$ cat config.mk
export PLATFORM = sky130hd
export DESIGN_NAME = esfp_queue
export DESIGN_NICKNAME = d
export VERILOG_FILES = /design/src/hdl/esfp_pkg.sv /design/src/hdl/esfp_queue.sv
export SDC_FILE = /design/constraint.sdc
export NUM_CORES = 1
export LEC_CHECK = 0
export ABC_AREA = 1
export BUFFER_PORTS_ARGS = -buffer_cell sky130_fd_sc_hd__buf_4
export CORE_ASPECT_RATIO = 1.75
export CORE_MARGIN = 2
export CORE_UTILIZATION = 56
export DETAILED_ROUTE_END_ITERATION = 6
export PLACE_DENSITY = 0.82
export RECOVER_POWER = 25
export SLEW_MARGIN = 20
export SYNTH_ARGS = -nofsm -noshare
export SYNTH_HDL_FRONTEND = slang
export SYNTH_SLANG_ARGS = --single-unit
$ cat constraint.sdc
create_clock -name clk_i -period 6.5 [get_ports clk_i]
set_clock_uncertainty 0.15 [all_clocks]
set_input_delay 0.325 -clock clk_i [delete_from_list [all_inputs] [get_ports clk_i]]
set_output_delay 0.325 -clock clk_i [all_outputs]
set_load 0.01 [all_outputs]
$ cat src/hdl/esfp_pkg.sv
// ---------------------------------------------------------------------------
// esfp_pkg
// types, widths and constants shared by the four-way partition block
// ---------------------------------------------------------------------------
package esfp_pkg;

  localparam int MAX_STICKS = 20;
  localparam int NUM_SIDES  = 4;
  localparam int LEN_W      = 16;
  localparam int CNT_W      = $clog2(MAX_STICKS + 2);
  localparam int IDX_W      = $clog2(MAX_STICKS);
  localparam int SP_W       = $clog2(MAX_STICKS + 1);
  localparam int TOT_W      = LEN_W + $clog2(MAX_STICKS + 1);
  localparam int SIDE_W     = TOT_W - 2;
  localparam int MASK_W     = MAX_STICKS;
  localparam int VIS_DEPTH  = 1 << MAX_STICKS;

  typedef struct packed {
    logic [LEN_W-1:0] stick_length;
    logic             last;
  } in_t;

  typedef struct packed {
    logic can_form_square;
    logic overflow;
  } out_t;

  typedef struct packed {
    logic [CNT_W-1:0] n;
    logic [TOT_W-1:0] total;
    logic             ovf;
  } desc_t;

  typedef struct packed {
    logic [IDX_W-1:0]  idx;
    logic [SIDE_W-1:0] open_sum;
    logic [CNT_W-1:0]  sides;
  } frame_t;

  typedef enum logic [2:0] {
    BK_IDLE,
    BK_CLEAR,
    BK_ENTER,
    BK_CHECK,
    BK_SCAN,
    BK_DONE
  } back_state_e;

endpackage

$ cat src/hdl/esfp_queue.sv
// ---------------------------------------------------------------------------
// esfp_queue
// two-entry queue of set descriptors between front and back
// ---------------------------------------------------------------------------
module esfp_queue (
  input  logic            clk_i,
  input  logic            rst_ni,
  input  logic            push_i,
  input  esfp_pkg::desc_t desc_i,
  input  logic            pop_i,
  output logic            valid_o,
  output esfp_pkg::desc_t desc_o
);

  esfp_pkg::desc_t ent_q [2];
  logic            wp_q, rp_q;
  logic [1:0]      cnt_q;

  assign valid_o = cnt_q != 2'd0;
  assign desc_o  = ent_q[rp_q];

  always_ff @(posedge clk_i or negedge rst_ni) begin
    if (!rst_ni) begin
      wp_q  <= 1'b0;
      rp_q  <= 1'b0;
      cnt_q <= 2'd0;
    end else begin
      if (push_i) begin
        wp_q <= ~wp_q;
      end
      if (pop_i) begin
        rp_q <= ~rp_q;
      end
      cnt_q <= cnt_q + {1'b0, push_i} - {1'b0, pop_i};
    end
  end

  always_ff @(posedge clk_i) begin
    if (push_i) begin
      ent_q[wp_q] <= desc_i;
    end
  end

endmodule

==> flow_summary.yaml <==
placed_design:
  dp.cells: 266
  port_buffers: 58
  place_ws_ns: 4.540
  hpwl_mm: 2.473
  place_congestion: 0.7315
global_routing:
  grt_pass1_wl_mm: 5.851
  gr-total-overflow: 0
  grt_pass1_vias: 1360
  grt_usage: 0.1826
  grt_max_degree: 56
  antenna_found_initial: 0
logic_synthesis:
  synth_cells: 165
  synth_area_sq_mm: 0.002291
  avgSynthCellArea_sq_um: 13.88
  syn_nets: 198
  yosysWarningCount: 0
  synth.distinct_cells: 12
  synth_seq_cells: 58
  yosysSeqAreaShare: 0.7515
timing:
  tightest_slew_ns: 1.030
  timing.final.hold_violations: 0
  rsz0062_at_grt: "false"
  final_max_slew_viol_count: 0
  maxSlewHeadroom: 0.3136
  fmax_mhz: 440.3
  fin_crit_sh: 0.3495
  fin_ws_ns: 4.229
  fin_tns_setup_ns: 0
  setup_viol: 0
  period_minus_slack_ns: 2.271
drt:
  finalWirelength_mm: 3.579
  ant_nets: 0
  vias_per_cell: 4.706
  drc: 0
  wl_per_cell_um: 12.69
  vias: 1327
  dr.pass1.iters: 4
  drt-initial-drc-count: 26
worst_setup_path:
  setup.worst_path.start_class: "register"
  crit_required_ns: 6.02
  crit_path_end_kind: "output port"
  cp_cell_sequence: "o21ai_0 -> buf_4"
  worstPathArrival_ns: 1.80
  path_max_fanout: 55
  cpMaxStageDelayCell: "dfrtp_2"
  worst-setup-path-type: "register to output port"
  critPathMaxStageDelay_ns: 1.04
floorplan:
  start_util: 0.5869
  dieArea_sq_mm: 0.004639
  core_area_sq_mm: 0.003904
  die_x_um: 52.35
  pin_count: 59
  die_y_um: 88.61
  num_rows: 30
clock_network:
  insertion_delay_ns: 0.31
  clockBufferDepth: 2
  cts_root_buffer: "clkbuf_8"
  htreeDepth: 3
  numCtsBuffers: 9
  ctsResizeCount: 0
  clkSinkCount: 58
  path_clk_slew_ns: 0.06
  tritoncts: "yes"
power:
  p_leak_nw: 1.252
  ir_drop_uv: 361.5
  power_mw: 1.192
  power_density_mw_per_mm2: 413.1
run:
  drv_cap: 0
layout:
  final_cell_count_no_fill: 282
  drive_gt1_frac: 0.3718
  syn2layout_area_growth_pct: 25.94
  diodes: 0
  nNetsFinal: 263
  utilization: 0.7391
  num-fill-cells: 272
min_path:
  holdCritPathClass: "input pin to register"
outcome:
  status: "complete, no violations"
-- state kept, by name (all words and copies together), names as in the netlist --
name   cells
cnt_q      2
ent_q     54
wp_q       1
rp_q       1
-- logic make-up (layout without fill, tap and decap cells) --
kind of cell    count (synthesis)  count (layout)  synth area share
flops                          58              58            0.7515
buf+inv                        40             109           0.08520
simple gates                   36              36           0.05953
compound gates                 27              27           0.08520
fa+ha+maj                       2               2           0.01092
xor+xnor                        2               2          0.007647
-- cell usage in the layout (no fill, tap or decap), drive strengths merged, types with 2 or more instances in the layout --
cell / count
edfxtp: 54
buf: 40
nand2: 34
inv: 33
clkbuf: 28
o21ai: 27
clkinv: 7
dfrtp: 4
xor2: 2
ha: 2
-- synthesized netlist by cell type --
cell / count / area share
o21ai_2: 16 / 0.061
o21ai_1: 7 / 0.015
xor2_1: 2 / 0.0076
ha_1: 2 / 0.011
dfrtp_1: 4 / 0.044
inv_1: 34 / 0.056
nor2_1: 1 / 0.0016
edfxtp_1: 54 / 0.71
buf_6: 6 / 0.029
nand2_1: 34 / 0.056
o21ai_0: 4 / 0.0087
nand3_1: 1 / 0.0022
-- stage by stage --
step	area, sq um	hold slack (ns)
floorplan	2291	-0.1206
global placement	2730	-0.02566
detailed placement	2730	-0.02426
CTS	2889	0.02915
global route	2885	0.03225
finish	2885	0.05025
-- layout make-up --
type,count,area [sq um],share of cell area
multi-input combinational,67,376.6,0.1305
clock buffer,9,123.9,0.04293
inverter,34,127.6,0.04423
tap,48,60.06,0.02082
clock inverter,6,25.02,0.008673
sequential,58,1723,0.5971
timing repair buffer,60,449.2,0.1557
-- timing repair --
| action | in CTS | in global routing |
|---|---|---|
| endpoints found under the hold margin | 4 | 0 |
| setup buffers | 0 | 0 |
| hold buffers | 1 | 0 |
-- worst paths after layout --
path	endpoint	slack, ns	startpoint	cells after the start
worst max-delay path	desc_o[2]	4.23	rp_q	2
worst min-delay path	rp_q	0.05	pop_i	2
worst max register to register	ent_q[1][7]	4.53	wp_q	2
worst min register to register	wp_q	0.37	wp_q	1
max in group asynchronous	rp_q	5.89	rst_ni	2
min in group asynchronous	cnt_q[0]	0.19	rst_ni	2
-- report_power, final --
| group | total [mW] | leakage, nW | switching [mW] | internal [mW] |
|---|---|---|---|---|
| combinational | 0.368 | 0.620 | 0.187 | 0.181 |
| clock | 0.249 | 0.0788 | 0.120 | 0.129 |
| sequential | 0.575 | 0.553 | 0.0755 | 0.500 |
-- worst max-delay path, delay by kind of cell, from the launching register on --
| kind | cells | cell delay (ns) |
|---|---|---|
| compound gates | 1 | 0.23 |
| flops | 1 | 1.04 |
| buf+inv | 1 | 0.20 |
-- layer usage --
layer  up-vias  GRT usage  part of all wire
met5         -          0                 0
met4         0     0.1072             0.029
met3        10    0.06250             0.048
met2        39     0.3170              0.55
met1       596     0.1830              0.37
li1        682          -                 -
No activity file was read; power rests on OpenSTA's default activity.
