<file path="config.mk">
export PLATFORM = sky130hd
export DESIGN_NAME = esfp_front
export DESIGN_NICKNAME = d
export VERILOG_FILES = /design/src/hdl/esfp_pkg.sv /design/src/hdl/esfp_front.sv
export SDC_FILE = /design/constraint.sdc
export NUM_CORES = 1
export LEC_CHECK = 0
export BUFFER_PORTS_ARGS = -buffer_cell sky130_fd_sc_hd__buf_4
export CAP_MARGIN = 20
export CORE_MARGIN = 2
export CORE_UTILIZATION = 50
export CTS_CLUSTER_DIAMETER = 60
export DETAILED_ROUTE_END_ITERATION = 10
export PLACE_DENSITY = 0.68
export SYNTH_ARGS = -nofsm -noshare
export SYNTH_HDL_FRONTEND = slang
export SYNTH_SLANG_ARGS = --single-unit
</file>
<file path="constraint.sdc">
create_clock -name clk_i -period 7 [get_ports clk_i]
set_clock_uncertainty 0.05 [all_clocks]
set_input_delay 0.35 -clock clk_i [delete_from_list [all_inputs] [get_ports clk_i]]
set_output_delay 0.35 -clock clk_i [all_outputs]
set_load 0.01 [all_outputs]
</file>
<file path="src/hdl/esfp_pkg.sv">
// ---------------------------------------------------------------------------
// esfp_pkg
// types, widths and constants shared by the four-way partition block
// ---------------------------------------------------------------------------
package esfp_pkg;

  localparam int MAX_STICKS = 20;
  localparam int NUM_SIDES  = 4;
  localparam int LEN_W      = 16;
  localparam int CNT_W      = $clog2(MAX_STICKS + 2);
  localparam int IDX_W      = $clog2(MAX_STICKS);
  localparam int SP_W       = $clog2(MAX_STICKS + 1);
  localparam int TOT_W      = LEN_W + $clog2(MAX_STICKS + 1);
  localparam int SIDE_W     = TOT_W - 2;
  localparam int MASK_W     = MAX_STICKS;
  localparam int VIS_DEPTH  = 1 << MAX_STICKS;

  typedef struct packed {
    logic [LEN_W-1:0] stick_length;
    logic             last;
  } in_t;

  typedef struct packed {
    logic can_form_square;
    logic overflow;
  } out_t;

  typedef struct packed {
    logic [CNT_W-1:0] n;
    logic [TOT_W-1:0] total;
    logic             ovf;
  } desc_t;

  typedef struct packed {
    logic [IDX_W-1:0]  idx;
    logic [SIDE_W-1:0] open_sum;
    logic [CNT_W-1:0]  sides;
  } frame_t;

  typedef enum logic [2:0] {
    BK_IDLE,
    BK_CLEAR,
    BK_ENTER,
    BK_CHECK,
    BK_SCAN,
    BK_DONE
  } back_state_e;

endpackage

</file>
<file path="src/hdl/esfp_front.sv">
// ---------------------------------------------------------------------------
// esfp_front
// accepts stick items, stores lengths and emits one set descriptor per set
// ---------------------------------------------------------------------------
module esfp_front (
  input  logic                          clk_i,
  input  logic                          rst_ni,
  input  logic                          in_valid_i,
  output logic                          in_stall_o,
  input  esfp_pkg::in_t                 in_i,
  output logic                          push_o,
  output esfp_pkg::desc_t               desc_o,
  input  logic                          release_i,
  input  logic [esfp_pkg::IDX_W-1:0]    rd_idx_i,
  output logic [esfp_pkg::LEN_W-1:0]    rd_data_o
);

  logic [esfp_pkg::LEN_W-1:0] store_q [esfp_pkg::MAX_STICKS];
  logic [esfp_pkg::CNT_W-1:0] count_q, count_d;
  logic [esfp_pkg::TOT_W-1:0] total_q, total_d;
  logic                       busy_q, busy_d;
  logic                       accept;
  logic                       room;

  assign in_stall_o = busy_q;
  assign accept     = in_valid_i && !busy_q;
  assign room       = count_q < esfp_pkg::CNT_W'(esfp_pkg::MAX_STICKS);
  assign rd_data_o  = store_q[rd_idx_i];

  always_comb begin
    count_d = count_q;
    total_d = total_q;
    busy_d  = busy_q;
    push_o  = 1'b0;
    if (release_i) begin
      busy_d = 1'b0;
    end
    if (accept) begin
      if (room) begin
        count_d = count_q + 1'b1;
        total_d = total_q + esfp_pkg::TOT_W'(in_i.stick_length);
      end else begin
        count_d = esfp_pkg::CNT_W'(esfp_pkg::MAX_STICKS + 1);
      end
    end
    desc_o.n     = count_d;
    desc_o.total = total_d;
    desc_o.ovf   = count_d > esfp_pkg::CNT_W'(esfp_pkg::MAX_STICKS);
    if (accept && in_i.last) begin
      push_o  = 1'b1;
      busy_d  = 1'b1;
      count_d = '0;
      total_d = '0;
    end
  end

  always_ff @(posedge clk_i or negedge rst_ni) begin
    if (!rst_ni) begin
      count_q <= '0;
      total_q <= '0;
      busy_q  <= 1'b0;
    end else begin
      count_q <= count_d;
      total_q <= total_d;
      busy_q  <= busy_d;
    end
  end

  always_ff @(posedge clk_i) begin
    if (accept && room) begin
      store_q[count_q[esfp_pkg::IDX_W-1:0]] <= in_i.stick_length;
    end
  end

endmodule

</file>
==> impl_metrics.yaml <==
timing:
  max_freq_ghz: 0.273
  worstMarginPinSlew_ps: 1130
  finalSetupViolCount: 0
  hold_slack_ps: 145
  rsz0062_at_grt: "false"
  slew_headroom_pct: 24.7
  finalCriticalPeriod_ps: 3660
  hold_viol_final: 0
  finalSetupTns_ps: 0
  period_share_pct: 52.3
  finalMaxSlewViolations: 0
  fin_ws_ps: 3340
pwr:
  p_sw_uw: 1360
  ir_drop_uv: 236
  comb_power_share_pct: 18.1
  p_int_uw: 3810
  power.share.sequential_pct: 46.9
  p_leak_uw: 0.00578
  power.density_nw_per_um2: 310
  switching_share_pct: 26.3
  clkPwrFrac_pct: 35.0
cells_and_area:
  layout_commonest_cell: "edfxtp_1"
  stdcell_count: 1262
  syn2layout_area_growth_pct: 14.5
  fillers: 2123
  layout-drive-gt1-share_pct: 26.7
  layout_common_cells: "320 x edfxtp_1, 91 x buf_4, 58 x mux4_2"
  diodes: 0
  nets: 897
floorplan:
  die_h_um: 175
  rows: 62
  dieArea_um2: 30500
  ios: 71
  die_w_um: 175
  start_util_pct: 50.8
  fp.coreArea_um2: 28700
placed_design:
  placed_cells: 1192
  port_buffers: 70
  dp_hpwl_um: 18200
  place_ws_ps: 3270
  place_congestion: 0.818
global_routing:
  grt_pass1_vias: 7761
  grt_usage_pct: 21.2
  grt_pass1_wl_um: 47800
  met3_usage_pct: 3.59
  grtUsageMet1_pct: 30.1
  grt_max_degree: 81
  busiest_layer: "met2"
  globalRouteMet2Util_pct: 34.9
  overflow: 0
  antenna_found_initial: 0
flow_run:
  max_cap_viol_count: 0
setup_path:
  ff2ff_setup_slack_ps: 4120
  worstReg2RegEnd: "store_q[0][8]"
  cp-start-kind: "input port"
  path_class: "input port to output pin"
  cp_max_fo: 43
  endpoint: "rd_data_o[11]"
  critical_path.startpoint: "rd_idx_i[0]"
  cp-end-kind: "output pin"
  r2r_cells: 5
  worstPathArrival_ps: 3260
  timing.rr.start: "in_stall_o"
  worst_ep_required_time_ps: 6600
route:
  post_drt_wl_per_cell_um: 25.4
  wl_um: 32000
  drc: 0
  vias_per_cell: 5.94
  routed-via-count: 7491
  ant_nets: 0
  drtIter0Drc: 816
  first_pass_iters: 5
clocking:
  post_cts_resized: 0
  cts_tree: "done"
  htreeDepth: 2
  post_cts.repair.setup_buffers: 0
  clkTransAtPathRegs_ps: 60
  clk_path_buf_depth: 3
  cts_made_buffers: 38
  clock_latency_ps: 510
  clock_sinks: 347
  cts-root-buf: "clkbuf_16"
  postCtsHoldBufs: 2
run_status:
  status: "completed"
synthesis:
  synth-edff-count: 320
  synth_top_area_share_pct: 65.9
  yosysWarnings: 0
  synth.distinct_cells: 52
  syn_avg_cell_area_um2: 19.3
  yosysSeqAreaShare_pct: 70.6
  async_flop_share_pct: 7.78
  synth_ff_type: "edfxtp_1"
  syn_nets: 802
  ys_ff_latch: 347
  synth_area_leader_cell: "edfxtp_1"
  syn_inst: 755
  mappedNetlistArea_um2: 14600
  synth_area_leaders: "edfxtp_1 66%, mux4_2 9.0%, mux4_1 6.9%, dfrtp_1 4.6%, ha_1 1.7%"
hold_path:
  hp-class: "input port to flip-flop"
==> through the flow <==
step	util (%)	instance area (um2)	total power, uW
after CTS	58.1	16700	5200
after detailed placement	54.1	15500	3390
after floorplan	-	14600	3060
after global routing	58.1	16700	5390
after global placement	54.1	15500	3360
final	58.1	16700	5170
==> synthesized netlist by cell type (6+ instances only) <==
library cell and count:
and2_1 11, buf_2 13, dfrtp_1 27, xnor2_1 8, nand2_1 46, ha_1 20
edfxtp_1 320, a21oi_1 25, buf_6 8, nand3_1 6, o21ai_0 22, xor2_1 8
clkbuf_1 11, mux4_2 58, mux2_2 18, mux4_1 38, nand4_1 6, nor2_1 43
inv_1 8
==> registers in the layout (all words and copies together) (netlist names) <==
register	count
total_q	21
in_stall_o	1
store_q	320
count_q	5
==> power groups by stage <==
stage | Combinational (uW) | Clock (uW) | Sequential [uW]
3_3_place_gp | 900 | 0 | 2460
4_1_cts | 934 | 1840 | 2430
2_1_floorplan | 607 | 0 | 2450
5_1_grt | 1020 | 1940 | 2440
3_5_place_dp | 926 | 0 | 2470
6_report | 935 | 1810 | 2430
==> cells by family (layout without fill, tap and decap cells) <==
family	count (synthesis)	after routing	synth area share, %
flops	347	347	70.6
fa+ha+maj	21	21	1.85
compound gates	78	78	3.36
mux	116	116	17.3
xor+xnor	16	16	0.962
buf+inv	46	169	1.85
simple gates	131	131	4.04
==> layout make-up <==
class                   count  area [um2]  share of cell area (%)
flip-flops and latches    347       10300                    61.6
multi-input cells         362        4040                    24.2
clock buffers              48        1020                    6.11
repair buffers             93         703                    4.21
well taps                 384         480                    2.88
clock inverters            20         128                   0.765
inverters                   8        30.0                   0.180
==> per-layer routing <==
metal  wire length [um]  share of wire, %  vias to the layer above
li1                   -                 -                     3284
met1              13700                43                     3879
met3               2070               6.5                       46
met5                  0                 0                        -
met4                585               1.8                        0
met2              15700                49                      282
==> worst min-delay path by stage <==
stage,startpoint,end,slack [ps],depth (start not counted)
after floorplan,rst_ni,count_q[0],4,0
after global placement,rst_ni,total_q[11],240,1
after detailed placement,rst_ni,total_q[12],250,1
after CTS,in_i[14],store_q[19][13],130,1
after global routing,in_i[9],store_q[16][8],150,1
final,in_i[14],store_q[19][13],150,1
==> worst max-delay path, cell delays in order <==
cell and delay [ps]:
buf_4 540, buf_4 720, mux4_1 650, mux4_2 500, mux2_2 280, buf_4 140
No activity file was read; power rests on OpenSTA's default activity.
